**src/rtl/json_string_body_decoder_assert.svh**
```systemverilog
// Assertion macros for the string decoder.
`ifndef JSON_STRING_BODY_DECODER_ASSERT_SVH
`define JSON_STRING_BODY_DECODER_ASSERT_SVH
`ifndef SYNTH
`define JSD_ASSERT(lbl, prop) \
	lbl: assert property (@(posedge clk) disable iff (!arst_n) prop) \
	else $error("string decoder check failed");
`define JSD_NEVER(lbl, cond) `JSD_ASSERT(lbl, !(cond))
`else
`define JSD_ASSERT(lbl, prop)
`define JSD_NEVER(lbl, cond)
`endif
`endif

```
**src/rtl/jsd_pkg.sv**
```systemverilog
package jsd_pkg;

	typedef enum logic [1:0] {
		K_CHAR  = 2'd0,
		K_CLOSE = 2'd1,
		K_ERR   = 2'd2
	} kind_t;

	typedef enum logic [2:0] {
		E_NONE      = 3'd0,
		E_BAD_LEAD  = 3'd1,
		E_UNTERM    = 3'd2,
		E_BAD_ESC   = 3'd3,
		E_BAD_HEX   = 3'd4,
		E_ABOVE_MAX = 3'd5
	} err_t;

	typedef enum logic [2:0] {
		M_IDLE    = 3'd0,
		M_STR     = 3'd1,
		M_UTF8    = 3'd2,
		M_ESC     = 3'd3,
		M_HEX     = 3'd4,
		M_PAIR_BS = 3'd5,
		M_PAIR_U  = 3'd6,
		M_HEX2    = 3'd7
	} mode_t;

	typedef enum logic [1:0] {
		T_NONE  = 2'd0,
		T_CLOSE = 2'd1,
		T_FAIL  = 2'd2
	} tail_t;

	localparam logic [7:0] CH_BSLASH = 8'h5C;
	localparam logic [7:0] CH_QUOTE  = 8'h22;
	localparam logic [7:0] CH_SLASH  = 8'h2F;
	localparam logic [7:0] CH_B      = 8'h62;
	localparam logic [7:0] CH_F      = 8'h66;
	localparam logic [7:0] CH_N      = 8'h6E;
	localparam logic [7:0] CH_R      = 8'h72;
	localparam logic [7:0] CH_T      = 8'h74;
	localparam logic [7:0] CH_U      = 8'h75;
	localparam logic [7:0] CH_BS     = 8'h08;
	localparam logic [7:0] CH_FF     = 8'h0C;
	localparam logic [7:0] CH_LF     = 8'h0A;
	localparam logic [7:0] CH_CR     = 8'h0D;
	localparam logic [7:0] CH_TAB    = 8'h09;

	localparam logic [15:0] HI_SUR_FIRST = 16'hD800;
	localparam logic [15:0] HI_SUR_LAST  = 16'hDBFF;
	localparam logic [15:0] LO_SUR_FIRST = 16'hDC00;
	localparam logic [15:0] LO_SUR_LAST  = 16'hDFFF;
	localparam logic [20:0] SUPP_BASE    = 21'h010000;
	localparam logic [20:0] MAX_CP       = 21'h10FFFF;

	typedef struct packed {
		mode_t       mode;
		logic [15:0] hex_acc;
		logic [1:0]  hex_seen;
		logic [20:0] u_acc;
		logic [1:0]  u_rem;
		logic [15:0] held;
		logic [20:0] mx;
	} st_t;

	localparam st_t ST_RESET = '{
		mode: M_IDLE, hex_acc: 16'd0, hex_seen: 2'd0, u_acc: 21'd0,
		u_rem: 2'd0, held: 16'd0, mx: 21'd0
	};

	typedef struct packed {
		mode_t       mode;
		logic        set_u;
		logic [20:0] u_acc;
		logic [1:0]  u_rem;
		logic        set_hex;
		logic        emit;
		logic [20:0] cp;
		tail_t       tail;
		err_t        err;
	} act_t;

	typedef struct packed {
		kind_t       kind;
		logic [20:0] cp;
		err_t        err;
		logic [15:0] cnt;
		logic [20:0] mx;
	} res_t;

	typedef struct packed {
		logic [1:0]       n;
		res_t [2:0]       r;
	} bundle_t;

	// bit 4 set: not a hex digit
	function automatic logic [4:0] hex_val(input logic [7:0] b);
		logic [4:0] v;
		case (b) inside
			[8'h30:8'h39]:                v = {1'b0, b[3:0]};
			[8'h41:8'h46], [8'h61:8'h66]: v = {1'b0, 4'(b[3:0] + 4'd9)};
			default:                      v = 5'h10;
		endcase
		return v;
	endfunction

endpackage

```
**src/rtl/jsd_step.sv**
```systemverilog
module jsd_step #(
	parameter int COUNT_BITS = 16
) (
	input  jsd_pkg::st_t            st,
	input  logic [COUNT_BITS-1:0]   cnt,
	input  logic [7:0]              byte_in,
	input  logic                    buffer_last,
	output jsd_pkg::st_t            nst,
	output logic [COUNT_BITS-1:0]   ncnt,
	output jsd_pkg::bundle_t        bundle
);

	function automatic jsd_pkg::act_t do_plain(input logic [7:0] b);
		jsd_pkg::act_t a;
		a = '0;
		a.mode = jsd_pkg::M_STR;
		if (b == jsd_pkg::CH_BSLASH) begin
			a.mode = jsd_pkg::M_ESC;
		end else if (b == jsd_pkg::CH_QUOTE) begin
			a.tail = jsd_pkg::T_CLOSE;
			a.mode = jsd_pkg::M_IDLE;
		end else if (!b[7]) begin
			a.emit = 1'b1;
			a.cp = {13'd0, b};
		end else if (b[7:5] == 3'b110) begin
			a.set_u = 1'b1;
			a.u_acc = {16'd0, b[4:0]};
			a.u_rem = 2'd1;
			a.mode = jsd_pkg::M_UTF8;
		end else if (b[7:4] == 4'b1110) begin
			a.set_u = 1'b1;
			a.u_acc = {17'd0, b[3:0]};
			a.u_rem = 2'd2;
			a.mode = jsd_pkg::M_UTF8;
		end else if (b[7:3] == 5'b11110) begin
			a.set_u = 1'b1;
			a.u_acc = {18'd0, b[2:0]};
			a.u_rem = 2'd3;
			a.mode = jsd_pkg::M_UTF8;
		end else begin
			a.tail = jsd_pkg::T_FAIL;
			a.err = jsd_pkg::E_BAD_LEAD;
			a.mode = jsd_pkg::M_IDLE;
		end
		return a;
	endfunction

	function automatic jsd_pkg::act_t do_esc(input logic [7:0] b);
		jsd_pkg::act_t a;
		a = '0;
		a.mode = jsd_pkg::M_STR;
		a.emit = 1'b1;
		case (b)
			jsd_pkg::CH_BSLASH: a.cp = {13'd0, jsd_pkg::CH_BSLASH};
			jsd_pkg::CH_QUOTE:  a.cp = {13'd0, jsd_pkg::CH_QUOTE};
			jsd_pkg::CH_SLASH:  a.cp = {13'd0, jsd_pkg::CH_SLASH};
			jsd_pkg::CH_B:      a.cp = {13'd0, jsd_pkg::CH_BS};
			jsd_pkg::CH_F:      a.cp = {13'd0, jsd_pkg::CH_FF};
			jsd_pkg::CH_N:      a.cp = {13'd0, jsd_pkg::CH_LF};
			jsd_pkg::CH_R:      a.cp = {13'd0, jsd_pkg::CH_CR};
			jsd_pkg::CH_T:      a.cp = {13'd0, jsd_pkg::CH_TAB};
			jsd_pkg::CH_U: begin
				a.emit = 1'b0;
				a.set_hex = 1'b1;
				a.mode = jsd_pkg::M_HEX;
			end
			default: begin
				a.emit = 1'b0;
				a.tail = jsd_pkg::T_FAIL;
				a.err = jsd_pkg::E_BAD_ESC;
				a.mode = jsd_pkg::M_IDLE;
			end
		endcase
		return a;
	endfunction

	function automatic logic [15:0] lo16(input logic [COUNT_BITS-1:0] c);
		logic [31:0] w;
		w = 32'(c);
		return w[15:0];
	endfunction

	jsd_pkg::act_t          a;
	logic                   use_a;
	logic [1:0]             e_n;
	logic [20:0]            e_cp [2];
	jsd_pkg::tail_t         tail;
	jsd_pkg::err_t          terr;
	logic [4:0]             d;
	logic [15:0]            hacc;
	logic [1:0]             rem;
	logic [COUNT_BITS-1:0]  c;
	logic [20:0]            m;

	always_comb begin
		nst = st;
		c = cnt;
		m = st.mx;
		a = '0;
		use_a = 1'b0;
		e_n = 2'd0;
		e_cp[0] = '0;
		e_cp[1] = '0;
		tail = jsd_pkg::T_NONE;
		terr = jsd_pkg::E_NONE;
		d = jsd_pkg::hex_val(byte_in);
		hacc = {st.hex_acc[11:0], d[3:0]};
		rem = st.u_rem - {1'b0, (st.u_rem != 2'd0)};
		bundle = '0;

		case (st.mode)
			jsd_pkg::M_IDLE: begin
				nst = jsd_pkg::ST_RESET;
				nst.mode = jsd_pkg::M_STR;
				c = '0;
				m = '0;
			end
			jsd_pkg::M_STR: begin
				a = do_plain(byte_in);
				use_a = 1'b1;
			end
			jsd_pkg::M_UTF8: begin
				nst.u_acc = {st.u_acc[14:0], byte_in[5:0]};
				nst.u_rem = rem;
				if (rem == 2'd0) begin
					e_cp[0] = nst.u_acc;
					e_n = 2'd1;
					nst.mode = jsd_pkg::M_STR;
				end
			end
			jsd_pkg::M_ESC: begin
				a = do_esc(byte_in);
				use_a = 1'b1;
			end
			jsd_pkg::M_HEX, jsd_pkg::M_HEX2: begin
				if (d[4]) begin
					tail = jsd_pkg::T_FAIL;
					terr = jsd_pkg::E_BAD_HEX;
					nst.mode = jsd_pkg::M_IDLE;
				end else begin
					nst.hex_acc = hacc;
					if (st.hex_seen != 2'd3) begin
						nst.hex_seen = st.hex_seen + 2'd1;
					end else begin
						nst.hex_seen = 2'd0;
						nst.mode = jsd_pkg::M_STR;
						if (st.mode == jsd_pkg::M_HEX) begin
							if (hacc inside {[jsd_pkg::HI_SUR_FIRST:jsd_pkg::HI_SUR_LAST]}) begin
								nst.held = hacc;
								nst.mode = jsd_pkg::M_PAIR_BS;
							end else begin
								e_cp[0] = {5'd0, hacc};
								e_n = 2'd1;
							end
						end else begin
							if (hacc inside {[jsd_pkg::LO_SUR_FIRST:jsd_pkg::LO_SUR_LAST]}) begin
								e_cp[0] = jsd_pkg::SUPP_BASE + {1'b0, st.held[9:0], hacc[9:0]};
								e_n = 2'd1;
							end else begin
								e_cp[0] = {5'd0, st.held};
								e_cp[1] = {5'd0, hacc};
								e_n = 2'd2;
							end
							nst.held = '0;
						end
					end
				end
			end
			jsd_pkg::M_PAIR_BS: begin
				if (byte_in == jsd_pkg::CH_BSLASH) begin
					nst.mode = jsd_pkg::M_PAIR_U;
				end else begin
					e_cp[0] = {5'd0, st.held};
					e_n = 2'd1;
					nst.held = '0;
					a = do_plain(byte_in);
					use_a = 1'b1;
				end
			end
			jsd_pkg::M_PAIR_U: begin
				if (byte_in == jsd_pkg::CH_U) begin
					nst.hex_acc = '0;
					nst.hex_seen = '0;
					nst.mode = jsd_pkg::M_HEX2;
				end else begin
					e_cp[0] = {5'd0, st.held};
					e_n = 2'd1;
					nst.held = '0;
					a = do_esc(byte_in);
					use_a = 1'b1;
				end
			end
			default: begin
				nst.mode = jsd_pkg::M_IDLE;
			end
		endcase

		if (use_a) begin
			nst.mode = a.mode;
			if (a.set_u) begin
				nst.u_acc = a.u_acc;
				nst.u_rem = a.u_rem;
			end
			if (a.set_hex) begin
				nst.hex_acc = '0;
				nst.hex_seen = '0;
			end
			if (a.emit) begin
				e_cp[e_n[0]] = a.cp;
				e_n = e_n + 2'd1;
			end
			if (a.tail != jsd_pkg::T_NONE) begin
				tail = a.tail;
				terr = a.err;
			end
		end

		if (tail == jsd_pkg::T_NONE && buffer_last && nst.mode != jsd_pkg::M_IDLE) begin
			tail = jsd_pkg::T_FAIL;
			terr = jsd_pkg::E_UNTERM;
			nst.mode = jsd_pkg::M_IDLE;
		end

		for (int i = 0; i < 2; i++) begin
			if (2'(i) < e_n) begin
				if (c != '1)
					c = c + COUNT_BITS'(1);
				if (e_cp[i] > m)
					m = e_cp[i];
				bundle.r[i] = '{kind: jsd_pkg::K_CHAR, cp: e_cp[i], err: jsd_pkg::E_NONE,
					cnt: lo16(c), mx: m};
			end
		end

		if (tail == jsd_pkg::T_CLOSE) begin
			if (m > jsd_pkg::MAX_CP)
				bundle.r[e_n] = '{kind: jsd_pkg::K_ERR, cp: 21'd0,
					err: jsd_pkg::E_ABOVE_MAX, cnt: lo16(c), mx: m};
			else
				bundle.r[e_n] = '{kind: jsd_pkg::K_CLOSE, cp: 21'd0,
					err: jsd_pkg::E_NONE, cnt: lo16(c), mx: m};
		end else if (tail == jsd_pkg::T_FAIL) begin
			bundle.r[e_n] = '{kind: jsd_pkg::K_ERR, cp: 21'd0, err: terr,
				cnt: lo16(c), mx: m};
		end

		bundle.n = e_n + {1'b0, (tail != jsd_pkg::T_NONE)};
		nst.mx = m;
		ncnt = c;
	end

endmodule

```
**src/rtl/jsd_out.sv**
```systemverilog
`include "json_string_body_decoder_assert.svh"

module jsd_out (
	input  logic                 clk,
	input  logic                 arst_n,
	input  logic                 load,
	input  jsd_pkg::bundle_t     bundle_in,
	output logic                 free,
	output logic                 result_valid,
	input  logic                 result_stall,
	output logic [1:0]           kind,
	output logic [20:0]          code_point,
	output logic [2:0]           error_code,
	output logic [15:0]          char_count,
	output logic [20:0]          max_code_point,
	output logic                 last
);

	jsd_pkg::bundle_t  bun_q;
	logic [1:0]        n_q;
	logic [1:0]        idx_q;
	jsd_pkg::res_t     cur;
	logic              take;

	assign result_valid = (idx_q != n_q);
	assign take = result_valid && !result_stall;
	assign last = (idx_q == n_q - 2'd1);
	assign free = !result_valid || (take && last);

	always_comb begin
		case (idx_q)
			2'd0:    cur = bun_q.r[0];
			2'd1:    cur = bun_q.r[1];
			default: cur = bun_q.r[2];
		endcase
	end

	assign kind = cur.kind;
	assign code_point = cur.cp;
	assign error_code = cur.err;
	assign char_count = cur.cnt;
	assign max_code_point = cur.mx;

	always_ff @(posedge clk or negedge arst_n) begin
		if (!arst_n) begin
			n_q <= 2'd0;
			idx_q <= 2'd0;
		end else if (load) begin
			n_q <= bundle_in.n;
			idx_q <= 2'd0;
		end else if (take) begin
			idx_q <= idx_q + 2'd1;
		end
	end

	always_ff @(posedge clk) begin
		if (load)
			bun_q <= bundle_in;
	end

	`JSD_NEVER(idx_past_count, idx_q > n_q)
	`JSD_ASSERT(mid_beat_next, (take && !last && !load) |=> (result_valid && idx_q == $past(idx_q) + 2'd1))
	`JSD_ASSERT(final_beat_frees, (take && last) |-> free)

endmodule

```
**src/rtl/json_string_body_decoder.sv**
```systemverilog
// A byte is registered in byte_s1; its results are then registered in jsd_out's bun_q.
// Throughput: one byte per cycle if each byte gives at most one result and no stall;
// a byte with more results (up to 3) holds the input while the single result register
// drains one beat per unstalled cycle. Bytes with no result never hold the input.
// Reset: arst_n clears the decoder to idle and empties both registers; no clearing pass.
`include "json_string_body_decoder_assert.svh"

module json_string_body_decoder #(
	parameter int COUNT_BITS = 16
) (
	input  logic         clk,
	input  logic         arst_n,
	input  logic         byte_valid,
	output logic         byte_stall,
	input  logic [7:0]   byte_in,
	input  logic         buffer_last,
	output logic         result_valid,
	input  logic         result_stall,
	output logic [1:0]   kind,
	output logic [20:0]  code_point,
	output logic [2:0]   error_code,
	output logic [15:0]  char_count,
	output logic [20:0]  max_code_point,
	output logic         last
);

	logic                   valid_s1;
	logic [7:0]             byte_s1;
	logic                   last_s1;
	jsd_pkg::st_t           st_q;
	jsd_pkg::st_t           nst;
	logic [COUNT_BITS-1:0]  cnt_q;
	logic [COUNT_BITS-1:0]  ncnt;
	jsd_pkg::bundle_t       bundle;
	logic                   free;
	logic                   advance;

	assign advance = valid_s1 && free;
	assign byte_stall = valid_s1 && !free;

	always_ff @(posedge clk or negedge arst_n) begin
		if (!arst_n) begin
			valid_s1 <= 1'b0;
		end else if (!byte_stall) begin
			valid_s1 <= byte_valid;
		end
	end

	always_ff @(posedge clk) begin
		if (byte_valid && !byte_stall) begin
			byte_s1 <= byte_in;
			last_s1 <= buffer_last;
		end
	end

	always_ff @(posedge clk or negedge arst_n) begin
		if (!arst_n) begin
			st_q <= jsd_pkg::ST_RESET;
			cnt_q <= '0;
		end else if (advance) begin
			st_q <= nst;
			cnt_q <= ncnt;
		end
	end

	jsd_step #(
		.COUNT_BITS(COUNT_BITS)
	) u_step (
		.st(st_q),
		.cnt(cnt_q),
		.byte_in(byte_s1),
		.buffer_last(last_s1),
		.nst(nst),
		.ncnt(ncnt),
		.bundle(bundle)
	);

	jsd_out u_out (
		.clk(clk),
		.arst_n(arst_n),
		.load(advance),
		.bundle_in(bundle),
		.free(free),
		.result_valid(result_valid),
		.result_stall(result_stall),
		.kind(kind),
		.code_point(code_point),
		.error_code(error_code),
		.char_count(char_count),
		.max_code_point(max_code_point),
		.last(last)
	);

	`JSD_ASSERT(end_of_buffer_idles, (advance && last_s1) |=> (st_q.mode == jsd_pkg::M_IDLE))
	`JSD_ASSERT(held_byte_stays, (valid_s1 && !advance) |=> (valid_s1 && $stable(byte_s1)))

endmodule
```
**config.mk**
```make
export PLATFORM = sky130hd
export DESIGN_NAME = json_string_body_decoder
export DESIGN_NICKNAME = d
export VERILOG_FILES = /design/src/rtl/jsd_pkg.sv /design/src/rtl/jsd_step.sv /design/src/rtl/jsd_out.sv /design/src/rtl/json_string_body_decoder.sv
export VERILOG_INCLUDE_DIRS = /design/src /design/src/rtl
export SDC_FILE = /design/constraint.sdc
export NUM_CORES = 1
export LEC_CHECK = 0
export BUFFER_PORTS_ARGS = -buffer_cell sky130_fd_sc_hd__clkbuf_2
export CAP_MARGIN = 20
export CORE_MARGIN = 1
export CORE_UTILIZATION = 38
export CTS_CLUSTER_DIAMETER = 30
export CTS_CLUSTER_SIZE = 24
export DETAILED_ROUTE_END_ITERATION = 6
export SYNTH_ARGS = -nofsm -noshare
export SYNTH_HDL_FRONTEND = slang
export SYNTH_SLANG_ARGS = --single-unit
```
**constraint.sdc**
```tcl
create_clock -name clk -period 24.5 [get_ports clk]
set_input_delay 4.9 -clock clk [delete_from_list [all_inputs] [get_ports clk]]
set_output_delay 4.9 -clock clk [all_outputs]
set_load 0.03 [all_outputs]
```
### Word-level counts from Yosys, hierarchy flattened

Index checks and enable logic that the tools add are counted.

| word-level totals | value |
|---|---|
| bits in registers | 300 |
| output and inout port bits | 66 |

| cells by class | value |
|---|---|
| equal/unequal tests | 32 |
| bitwise gates (word level) | 1 |
| $lt $le $gt $ge | 19 |
| add/subtract/negate cells | 10 |
| muxes and demuxes | 117 |
| reduce and logical (&&, ||, !) cells | 35 |

Operators by type and width:

| operator | count |
|---|---|
| $bwmux 189 | 3 |
| $mux 189 | 3 |
| $mux 21 | 12 |
| $mux 16 | 15 |
| $pmux 55 s4 | 1 |
| $mux 42 | 4 |
| $demux 63 s2 | 1 |
| $pmux 63 s2 | 1 |
| $mux 61 | 2 |
| $mux 55 | 2 |
| $pmux 21 s4 | 1 |
| $mux 27 | 3 |
| $mux 24 | 3 |
| $pmux 16 s4 | 1 |
| $mux 63 | 1 |
| $eq 8x7->1 const B | 7 |
| $pmux 7 s8 | 1 |
| $pmux 18 s3 | 1 |
| $pmux 23 s2 | 1 |
| $mux 3 | 15 |
| $mux 22 | 2 |
| $mux 44 | 1 |
| $bwmux 42 | 1 |
| $gt 21x21->1 | 2 |
| other kinds (56) | 130 |

### Logic depth before layout (Yosys ltp)

Gate-level depths: netlist of run 1.

| depth | value |
|---|---|
| word-level depth | 29 |
| depth in mapped cells | 37 |
| gate-level depth less buffers | 33 |

### Modules after synthesis

Synthesis of run 1 repeated with hierarchy kept, for this count alone.

| second synthesis, totals | value |
|---|---|
| cell total of the unflattened synthesis | 1868 |
| area total of the unflattened synthesis | 18142.4 sq um |

Modules (own cells, without submodules):

| module | times used | area each (sq um) | seq. area each (sq um) | cells each |
|---|---|---|---|---|
| jsd_step | 1 | 7145.6 | 0.0 | 1218 |
| jsd_out | 1 | 6981.7 | 5775.5 | 430 |
| json_string_body_decoder | 1 | 4015.1 | 2722.6 | 220 |

### Worst setup path after synthesis of run 1

No wires, ideal clock.

| timing | value |
|---|---|
| path type | input -> register |
| start point | input result_stall |
| end point | register cnt_q[1] |
| library setup time | 98 ps |
| slack | 13798 ps |
| path buffers | 1 |
| cell stages on the path | 7 |
| data arrival time | 10604 ps |
| required time | 24402 ps |
| cells stage by stage | nand2b_1 > nand2_1 > nand2_1 > inv_1 > clkbuf_1 > o31ai_1 > o21ai_1 |

| on the way | value |
|---|---|
| longest elaborated chain between the ends | 5 |

Ends and longest elaborated chain:

| item | RTL line | source |
|---|---|---|
| from (decl) | json_string_body_decoder.sv:18 | `input logic result_stall,` |
| $logic_not 1->1 | jsd_out.sv:26 | `assign take = result_valid && !result_stall;` |
| $logic_and 1x1->1 | jsd_out.sv:26 |  |
| $logic_and 1x1->1 | jsd_out.sv:28 | `assign free = !result_valid \|\| (take && last);` |
| $logic_or 1x1->1 | jsd_out.sv:28 |  |
| $logic_and 1x1->1 | json_string_body_decoder.sv:38 | `assign advance = valid_s1 && free;` |
| via advance | json_string_body_decoder.sv:36 | `logic advance;` |
| to (signal assigned) | json_string_body_decoder.sv:62 | `cnt_q <= ncnt;` |
| to (decl) | json_string_body_decoder.sv:32 | `logic [COUNT_BITS-1:0] cnt_q;` |

The timed path passes the listed nets, and every way through them passes these cells.
A chain may end at the register's enable or synchronous reset.

### Worst setup path after layout of run 1

| timing | value |
|---|---|
| start point | input result_stall |
| end point | output byte_stall |

| on the way | value |
|---|---|
| longest elaborated chain between the ends | 6 |

Ends and longest elaborated chain:

| item | RTL line | source |
|---|---|---|
| $logic_not 1->1 | jsd_out.sv:26 |  |
| $logic_and 1x1->1 | jsd_out.sv:26 |  |
| $logic_and 1x1->1 | jsd_out.sv:28 |  |
| $logic_or 1x1->1 | jsd_out.sv:28 |  |
| $logic_not 1->1 | json_string_body_decoder.sv:39 | `assign byte_stall = valid_s1 && !free;` |
| $logic_and 1x1->1 | json_string_body_decoder.sv:39 |  |
| to (decl) | json_string_body_decoder.sv:14 | `output logic byte_stall,` |

No other way between the ends.

==> impl_results.md, run 1 <==
- EDFF count, synth: between 150 and 200
- First-pass GRT wire length: between 70000 and 80000 um
- TritonCTS clock tree: built
- Overflow after GRT: 0
- Crit path buf inv count: 3
- Mapped Cells: approximately 1700
- CTS sink cnt: 264
- Gpl congestion: between 0.9 and 1
- Vias in the first global route: around 13000
- Share of cells above drive strength 1: 15.8%
- H-tree depth: 3
- Synth Flop Type: edfxtp_1
- DR vias: between 10000 and 15000
- CP Capture Type: output port
- Total track usage: about 24%
- Critical path class: in -> out
- Mean routed wirelength per cell: approximately 22 um
- Worst path slowest cell: clkbuf_2
- Post-CTS Hold Buffers: 0
- Site row count: 74
- Area Overhead vs Synth: 19.5%
- CP top delay family: buffers and inverters
- Synth cell count leaders: nand2_1 (282), edfxtp_1 (172), o21ai_0 (109)
- Synth async-reset ratio: a little over a third
- Max clock buf depth: 3
- Netlist cell types: just over 100
- Peak VDD IR: about 0.11 mV
- Maxcap violations: 0
- Buffers added on ports: roughly 80
- Top Ports: between 70 and 80
- Status: finished with violations
- CTS-repair resized insts: 0
- Place WS: ~14000 ps
- Synthesized area per cell: around 9.6 um^2
- Sequential fraction of the synthesis area: ~47%
- Critical Path RT: around 20000 ps
- CORE AREA: between 40000 and 50000 um^2
- Most common cell on crit path: clkbuf_2
- Post-Route WL: 50100 um
- Relative slew slack: 31.3%
- Final Hold Fails: 0
- Vias per cell: approximately 5.9
- Crit path time final: just over 10000 ps
- Critical Path AT: about 5500 ps
- Top cell type's share of synthesized area: between 30% and 40%
- Synth area leader: edfxtp_1
- DR pass1 iterations: 7
- CTS clk-pin slew, worst paths: about 50 ps
- FF+latch count, synth: approximately 260
- Max Clock Skew: 25.1 ps
- DRT antenna net count: 0
- Die height: between 200 and 250 um
- Crit start category: input pin
- Final Slew Violations: 0
- Fin nets: about 1800
- # DRC: 10
- Worst setup slack after layout: between 10000 and 15000 ps
- Total CTS buffers: 66
- Critical Path Source: result_stall
- Initial Util: 38.7%
- Synthesized cell area: approximately 16000 um^2
- Synthesis Warnings: 0
- Final instance area: around 19000 um^2
- Final Core Density: between 40% and 50%
- Antenna diodes: 0
- FMAX: 0.0964 GHz
- Worst-margin pin slew: 1030 ps
- Final setup TNS: 0 ps
- Clock Latency Late Sink: between 500 and 600 ps
- Initial antenna violation count: 0
- Placement Cell Area: approximately 17000 um^2
- Worst-path maximum fanout: 3
- Worst path max stage delay: between 150 and 200 ps
- Post-CTS setup repair buffer count: 0
- Die X: 206 um
- Main area contributors after synthesis: edfxtp_1 (33%), dfrtp_1 (15%), nand2_1 (6.7%), ha_1 (3.8%), o21ai_0 (3.4%)
- Total die area: 42600 um^2
- Detailed Place HPWL: 34100 um
- RSZ-0062 raised after global routing: false
- Final Setup Violations: 0
- Final hold slack: just under 500 ps
- Power Density: approximately 160 nW/um^2
- Failing checks: DRC
- Worst hold start: st_q[5]
- Final period util: between 40% and 50%
- CP Cell Sequence: clkbuf_2, nand2b_1, nand3_1, inv_1, clkbuf_2
- Initial DRC count: 1135
- Most instantiated library cell after synthesis: nand2_1
- Leak Pwr: around 7.6 nW
- Largest net degree at the start of global routing: about 100
- Worst R2R Start: byte_s1[0]
- Worst Hold Class: reg -> reg
- Root buffer cell: clkbuf_16
-- stage by stage --
step                      std cells  power (mW)
final                          2313        3.01
after global routing           2313        3.18
after CTS                      2313        3.03
after detailed placement       2191        2.14
after global placement         2191        2.13
after floorplan                1661        1.75
-- where the power goes --
part	total, mW	switching, mW	internal, mW
registers	0.816	0.0887	0.727
logic	1.32	1.00	0.313
clock network	0.879	0.285	0.594
total	3.01	1.38	1.63
-- cells by family (layout without fill, tap and decap cells) --
family	count (synthesis)	count (layout)	share of synthesized area (%)
AOI/OAI and AO/OA	494	494	22.0
xor gates and xnor gates	30	30	1.85
adders and majority gates	48	48	3.79
buffers and inverters	163	283	4.32
DFF	264	264	47.1
muxes	32	32	2.15
other	1	3	0.0236
and+or+nand+nor	627	627	18.8
-- worst paths after layout --
| check | depth (start not counted) | slack, ps | endpoint |
|---|---|---|---|
| max in group asynchronous | 2 | 18980 | st_q[11] |
| min in group asynchronous | 1 | 4380 | valid_s1 |
| setup / recovery | 5 | 14130 | byte_stall |
| setup reg to reg | 33 | 15400 | u_out.bun_q[63] |
| hold reg to reg | 2 | 480 | st_q[5] |
| hold / removal | 2 | 480 | st_q[5] |
-- cell usage in the layout (no fill, tap or decap), drive strengths merged, types with 9 or more instances in the layout --
master / count
and2: 28
nand3: 52
a221o: 18
inv: 65
o21ai: 120
bufinv: 9
clkbuf: 149
buf: 23
dfrtp: 92
mux2i: 16
o22ai: 29
nor3: 42
a22o: 49
ha: 48
nand2b: 14
nand4: 15
a22oi: 54
a21o: 15
nor4: 14
and3: 18
nand2: 284
xnor2: 20
edfxtp: 172
a21oi: 68
o21a: 14
clkinv: 29
o31ai: 33
a31oi: 24
xor2: 10
mux2: 16
nor2: 110
-- tightest hold or removal path, delay by kind of cell (launching register included) --
family	cells	cell delay (ps)
compound gates	1	60
flops	1	330
simple gates	1	40
-- final cells by class --
type	count	area [um^2]
Multi-Input combinational cell	1234	7760
Clock inverter	50	597
Sequential cell	264	7470
Timing Repair Buffer	100	558
Tap cell	532	666
Inverter	61	234
Clock buffer	72	1670
Fill cell	3875	22100
-- routing by layer --
layer  GRT usage [%]  wire, um  up-vias
met5               0         0        -
met4            7.75      1170        0
met3            4.73      3760       84
met2            37.3     22800      568
met1            33.5     22400     6637
li1                -         -     6357
-- registers in the layout, summed over array words and instances (netlist names) --
signal       flops
byte_s1          8
cnt_q           16
last_s1          1
st_q            71
u_out.bun_q    163
u_out.idx_q      2
u_out.n_q        2
valid_s1         1
Power figures use the tool's default switching activity.
==> run 2: changes to the inputs <==
clock period = 8.6 ns   (was 24.5 ns; I/O delays follow)
==> impl_results.md, run 2 (synthesized netlist as in run 1, its figures left out) <==
- Status: finished with violations
- Failing checks: DRC
- Total CTS buffers: 60 (-9.1%)
- Relative slew slack: 26.1% (-5.2 points)
- Root buffer cell: clkbuf_16
- Top Ports: 79 (unchanged)
- Largest regs: u_out.bun_q x163, st_q x71, cnt_q x16
- Area Overhead vs Synth: 20.3%
- Critical Path RT: 8920 ps (-10680 ps)
- Total track usage: 24.6% (+0.54 points)
- Most flops, register: u_out.bun_q
- Worst path slowest cell: a2111oi_1
- Post-CTS Hold Buffers: 0 (unchanged)
- Die height: 206 um (unchanged)
- Worst-path maximum fanout: 19 (+16)
- Power Density: 455 nW/um^2 (+190%)
- Initial DRC count: 1418 (+25%)
- Clock Latency Late Sink: 630 ps (+50 ps)
- Leak Pwr: 7.69 nW (+1.1%)
- Fill cells: 3857 (-0.46%)
- Final Slew Violations: 0 (unchanged)
- Detailed Place HPWL: 35300 um (+3.3%)
- Gpl congestion: 0.951 (+3.9%)
- CTS sink cnt: 264 (unchanged)
- Final Hold Fails: 0 (unchanged)
- Worst R2R Start: byte_s1[1]
- First-pass GRT wire length: 79400 um (+1.6%)
- Final Setup Violations: 0 (unchanged)
- Crit path time final: 8040 ps
- Largest net degree at the start of global routing: 116 (+13%)
- Max Clock Skew: 45.4 ps (+20.4 ps)
- Mean routed wirelength per cell: 22.2 um (+2.5%)
- Crit start category: register
- Hold Path Cell Cnt: 2 (unchanged)
- Site row count: 74 (unchanged)
- Worst hold start: st_q[15]
- Fin nets: 1796 (+0.45%)
- FMAX: 0.124 GHz
- Worst path max stage delay: 600 ps (+430 ps)
- # DRC: 10 (unchanged)
- Final setup TNS: 0 ps (unchanged)
- Endpoint, Worst Hold: st_q[15]
- Most frequent cells in the layout: nand2_1 (280), edfxtp_1 (172), o21ai_0 (108)
- H-tree depth: 2 (-1)
- Max reg flops: 163 (unchanged)
- Overflow after GRT: 0 (unchanged)
- Initial Util: 38.7% (unchanged)
- Final hold slack: 480 ps (+0.155 ps)
- Post-CTS setup repair buffer count: 0 (unchanged)
- Register area: 7470 um^2 (unchanged)
- RR Endpoint: u_out.bun_q[72]
- Critical path class: reg -> reg
- Vias per cell: 5.96 (+0.96%)
- Antenna diodes: 0 (unchanged)
- Worst-margin pin slew: 1100 ps (+77.4 ps)
- CP Capture Type: register
- Critical Path AT: 8350 ps (+2880 ps)
- Final Non-Filler Cells: 2319 (+0.26%)
- Max clock buf depth: 3 (unchanged)
- Total die area: 42600 um^2 (unchanged)
- CTS clk-pin slew, worst paths: 50 ps (about the same)
- RSZ-0062 raised after global routing: false
- DR pass1 iterations: 7 (unchanged)
- Buffers added on ports: 78 (unchanged)
- Share of cells above drive strength 1: 16.7% (+0.84 points)
- R2r worst-path depth: 34 (+3.0%)
- Worst R2R Setup Slack: 560 ps (-14840 ps)
- Most common cell on crit path: a21o_1
- DR vias: 13800 (+1.2%)
- Worst Hold Class: reg -> reg
- Final period util: between 90% and 100%
- Maxcap violations: 0 (unchanged)
- Vias in the first global route: 13400 (+0.49%)
- Inst Count DP: 2204 (+0.59%)
- DRT antenna net count: 0 (unchanged)
- Post-Route WL: 51500 um (+2.8%)
- Footprint of the multi-input gates: 7770 um^2 (+0.18%)
- Die X: 206 um (unchanged)
- Initial antenna violation count: 0 (unchanged)
- Peak VDD IR: 0.236 mV (+110%)
- Commonest non-fill, non-tap cell in the layout: nand2_1
- CORE AREA: 41000 um^2 (unchanged)
- TritonCTS clock tree: built
## run 2: cell count changes in the layout (fill, tap and decap cells not counted), sizes merged
cell and delta:
clkbuf -3, buf +14, clkinv -11, bufinv +5
inv +1
## run 2: how the worst max path moves through the flow
| stage | to | start |
|---|---|---|
| finish | u_out.bun_q[72] | byte_s1[1] |
| global route | u_out.bun_q[78] | byte_s1[0] |
| CTS | u_out.bun_q[72] | byte_s1[1] |
| detailed placement | u_out.bun_q[72] | byte_s1[1] |
| global placement | u_out.bun_q[72] | byte_s1[1] |
| floorplan | u_out.bun_q[78] | st_q[80] |
## run 2: repair_timing
| item | 4_1_cts | 5_1_grt |
|---|---|---|
| resized for setup | 0 | 3 |
| endpoints found under the hold margin | 0 | 0 |
| endpoints found under the setup margin | 0 | 47 |
## run 2: cell type report
cell class | instances | area share (%)
multi-input combinational | 1234 | 40.7
sequential | 264 | 39.1
clock buffer | 69 | 8.30
clock inverter | 45 | 3.67
timing repair buffer | 114 | 3.49
tap | 532 | 3.49
inverter | 61 | 1.23
## run 2: worst max-delay path: cells and delay by family, from the launching register on
kind | cells | cell delay [ps]
AND/OR/NAND/NOR | 9 | 1840
AO/OA/AOI/OAI | 17 | 3300
buffers and inverters | 4 | 770
multiplexers | 1 | 340
flip-flops | 1 | 570
adder cells (fa/ha/maj) | 3 | 890
## run 2: through the flow
| stage | util, % | area (um^2) | total power [mW] | setup slack, ps |
|---|---|---|---|---|
| finish | 46.5 | 19100 | 8.69 | 562 |
| global route | 46.5 | 19100 | 9.15 | 12.5 |
| CTS | 46.5 | 19100 | 8.73 | 478 |
| detailed placement | 40.9 | 16800 | 6.15 | 504 |
| global placement | 40.9 | 16800 | 6.12 | 760 |
| floorplan | - | 15900 | 4.67 | 853 |
## run 2: power by group
part	switching (mW)	total, mW	internal, mW
Combinational	2.91	3.86	0.945
Clock	0.787	2.54	1.75
Sequential	0.228	2.30	2.07
## run 2: per-layer routing
metal / GRT usage (%) / part of all wire, % / vias to the layer above
met3: 3.66 / 6.9 / 91
met5: 0 / 0 / -
met1: 34.6 / 45 / 6778
li1: - / - / 6362
met2: 37.9 / 45 / 582
met4: 9.69 / 3.0 / 0
==> run 3: changes to the inputs <==
CTS_BUF_LIST = sky130_fd_sc_hd__clkbuf_16   (was not set)
clock period = 9.2 ns   (was 8.6 ns; I/O delays follow)
==> impl_results.md, run 3 (synthesized netlist as in run 1, its figures left out) <==
- Status: finished with violations
- Failing checks: DRC
- Largest net degree at the start of global routing: 109 (-6.0%)
- CTS sink cnt: 264 (unchanged)
- Die X: 206 um (unchanged)
- Site row count: 74 (unchanged)
- Total track usage: 24.6% (about the same)
- Mean routed wirelength per cell: 22.2 um (-0.19%)
- First-pass GRT wire length: 79100 um (-0.41%)
- Final period util: 90.9% (-2.6 points)
- Worst path max stage delay: 630 ps (+30 ps)
- Critical path class: reg -> reg
- CP Capture Type: register
- Crit start category: register
- Final Hold Fails: 0 (unchanged)
- Critical Path RT: 9510 ps (+590 ps)
- Die height: 206 um (unchanged)
- TritonCTS clock tree: built
- Fill cells: 3900 (+1.1%)
- Commonest non-fill, non-tap cell in the layout: nand2_1
- Peak VDD IR: 0.353 mV (+49%)
- Maxcap violations: 0 (unchanged)
- Detailed Place HPWL: 35800 um (+1.6%)
- Post-CTS setup repair buffer count: 0 (unchanged)
- Total power: 7.79 mW (-10%)
- DR vias: 13800 (-0.051%)
- DR pass1 iterations: 7 (unchanged)
- CP top delay family: compound AO/OA/AOI/OAI gates
- Initial DRC count: 1217 (-14%)
- Grt met2 use: 37.3% (-0.65 points)
- Vias per cell: 5.98 (+0.38%)
- Overflow after GRT: 0 (unchanged)
- # DRC: 10 (unchanged)
- Initial Util: 38.7% (unchanged)
- Share of cells above drive strength 1: 16.0% (-0.64 points)
- Root buffer cell: clkbuf_16
- Critical Path AT: 8670 ps (+320 ps)
- Antenna diodes: 0 (unchanged)
- Crit path time final: 8360 ps (+323 ps)
- Worst-path maximum fanout: 14 (-5)
- GR peak layer: met2
- H-tree depth: 2 (unchanged)
- Final Setup Violations: 0 (unchanged)
- Register area: 7470 um^2 (unchanged)
- Max reg flops: 163 (unchanged)
- Clock Latency Late Sink: 620 ps (about the same)
- Post-CTS Hold Buffers: 0 (unchanged)
- Relative slew slack: 28.8% (+2.6 points)
- Worst Hold Class: reg -> reg
- FMAX: 0.120 GHz (-3.9%)
- Total CTS buffers: 58 (-3.3%)
- CTS-repair resized insts: 0 (unchanged)
- Fin nets: 1789 (-0.39%)
- Total die area: 42600 um^2 (unchanged)
- Max clock buf depth: 3 (unchanged)
- Power Density: 415 nW/um^2 (-8.9%)
- Most common cell on crit path: a21o_1
- Footprint of the multi-input gates: 7770 um^2 (about the same)
- Area Overhead vs Synth: 18.3%
- Largest regs: u_out.bun_q x163, st_q x71, cnt_q x16
- RSZ-0062 raised after global routing: false
- Initial antenna violation count: 0 (unchanged)
- DRT antenna net count: 0 (unchanged)
- GR Layer Usage met3: 4.53% (+0.87 points)
- Most frequent cells in the layout: nand2_1 (279), edfxtp_1 (172), o21ai_0 (109)
- Top Ports: 79 (unchanged)
- Buffers added on ports: 78 (unchanged)
- Crit path buf inv count: 3 (-1)
- CORE AREA: 41000 um^2 (unchanged)
- Most flops, register: u_out.bun_q
- Worst-margin pin slew: 1060 ps (-39.5 ps)
- Final setup TNS: 0 ps (unchanged)
- Worst path slowest cell: a2111oi_2
- Met1 Resource Use GR: 34.8% (+0.25 points)
- Leak Pwr: 7.56 nW (-1.6%)
- Gpl congestion: 0.927 (-2.5%)
- Max Clock Skew: 39.5 ps (-5.94 ps)
- CTS clk-pin slew, worst paths: 50 ps (about the same)
- Vias in the first global route: 13200 (-1.7%)
- Final Slew Violations: 0 (unchanged)
- Post-Route WL: 51200 um (-0.62%)
run 3: through the flow:
| stage | worst slack [ps] | hold slack, ps | cells | util (%) | instance area (um^2) |
|---|---|---|---|---|---|
| final | 840 | 484 | 2309 | 45.8 | 18800 |
| after global routing | 219 | 505 | 2309 | 45.8 | 18800 |
| after CTS | 583 | 488 | 2309 | 45.7 | 18800 |
| after detailed placement | 607 | 477 | 2200 | 40.9 | 16800 |
| after global placement | 867 | 464 | 2200 | 40.9 | 16800 |
| after floorplan | 1450 | 450 | 1661 | - | 15900 |
run 3: area by class of cell:
type                       instances  share of cell area, %
timing repair buffer             109                   3.40
multi-input combinational       1234                   41.4
inverter                          61                   1.25
tap                              532                   3.55
clock buffer                      58                   7.73
sequential                       264                   39.8
clock inverter                    51                   2.89
run 3: path summary, 6_finish.rpt:
check,start,endpoint,slack [ps],cells after the start
max in group asynchronous,arst_n,st_q[66],6800,2
min in group asynchronous,arst_n,valid_s1,1290,1
max reg2reg,byte_s1[1],u_out.bun_q[141],840,30
min reg2reg,st_q[20],st_q[20],480,2
min,st_q[20],st_q[20],480,2
max,byte_s1[1],u_out.bun_q[141],840,30
run 3: power breakdown:
part	internal (mW)	switching [mW]	total [mW]
combinational	0.858	2.69	3.55
sequential	1.94	0.218	2.15
clock	1.38	0.703	2.08
total	4.17	3.62	7.79
run 3: per-layer routing:
layer	wire length, um	share of wire (%)
met4	1700	3.3
met1	23100	45
met5	0	0
met2	22600	44
met3	3760	7.3
run 3: worst register-to-register path: cells and delay by family, from the launching register on:
family / cells / cell delay (ps)
AO/OA/AOI/OAI: 17 / 4550
multiplexers: 1 / 320
AND/OR/NAND/NOR: 6 / 1210
adder cells (fa/ha/maj): 3 / 910
buffers and inverters: 3 / 520
flip-flops: 1 / 540
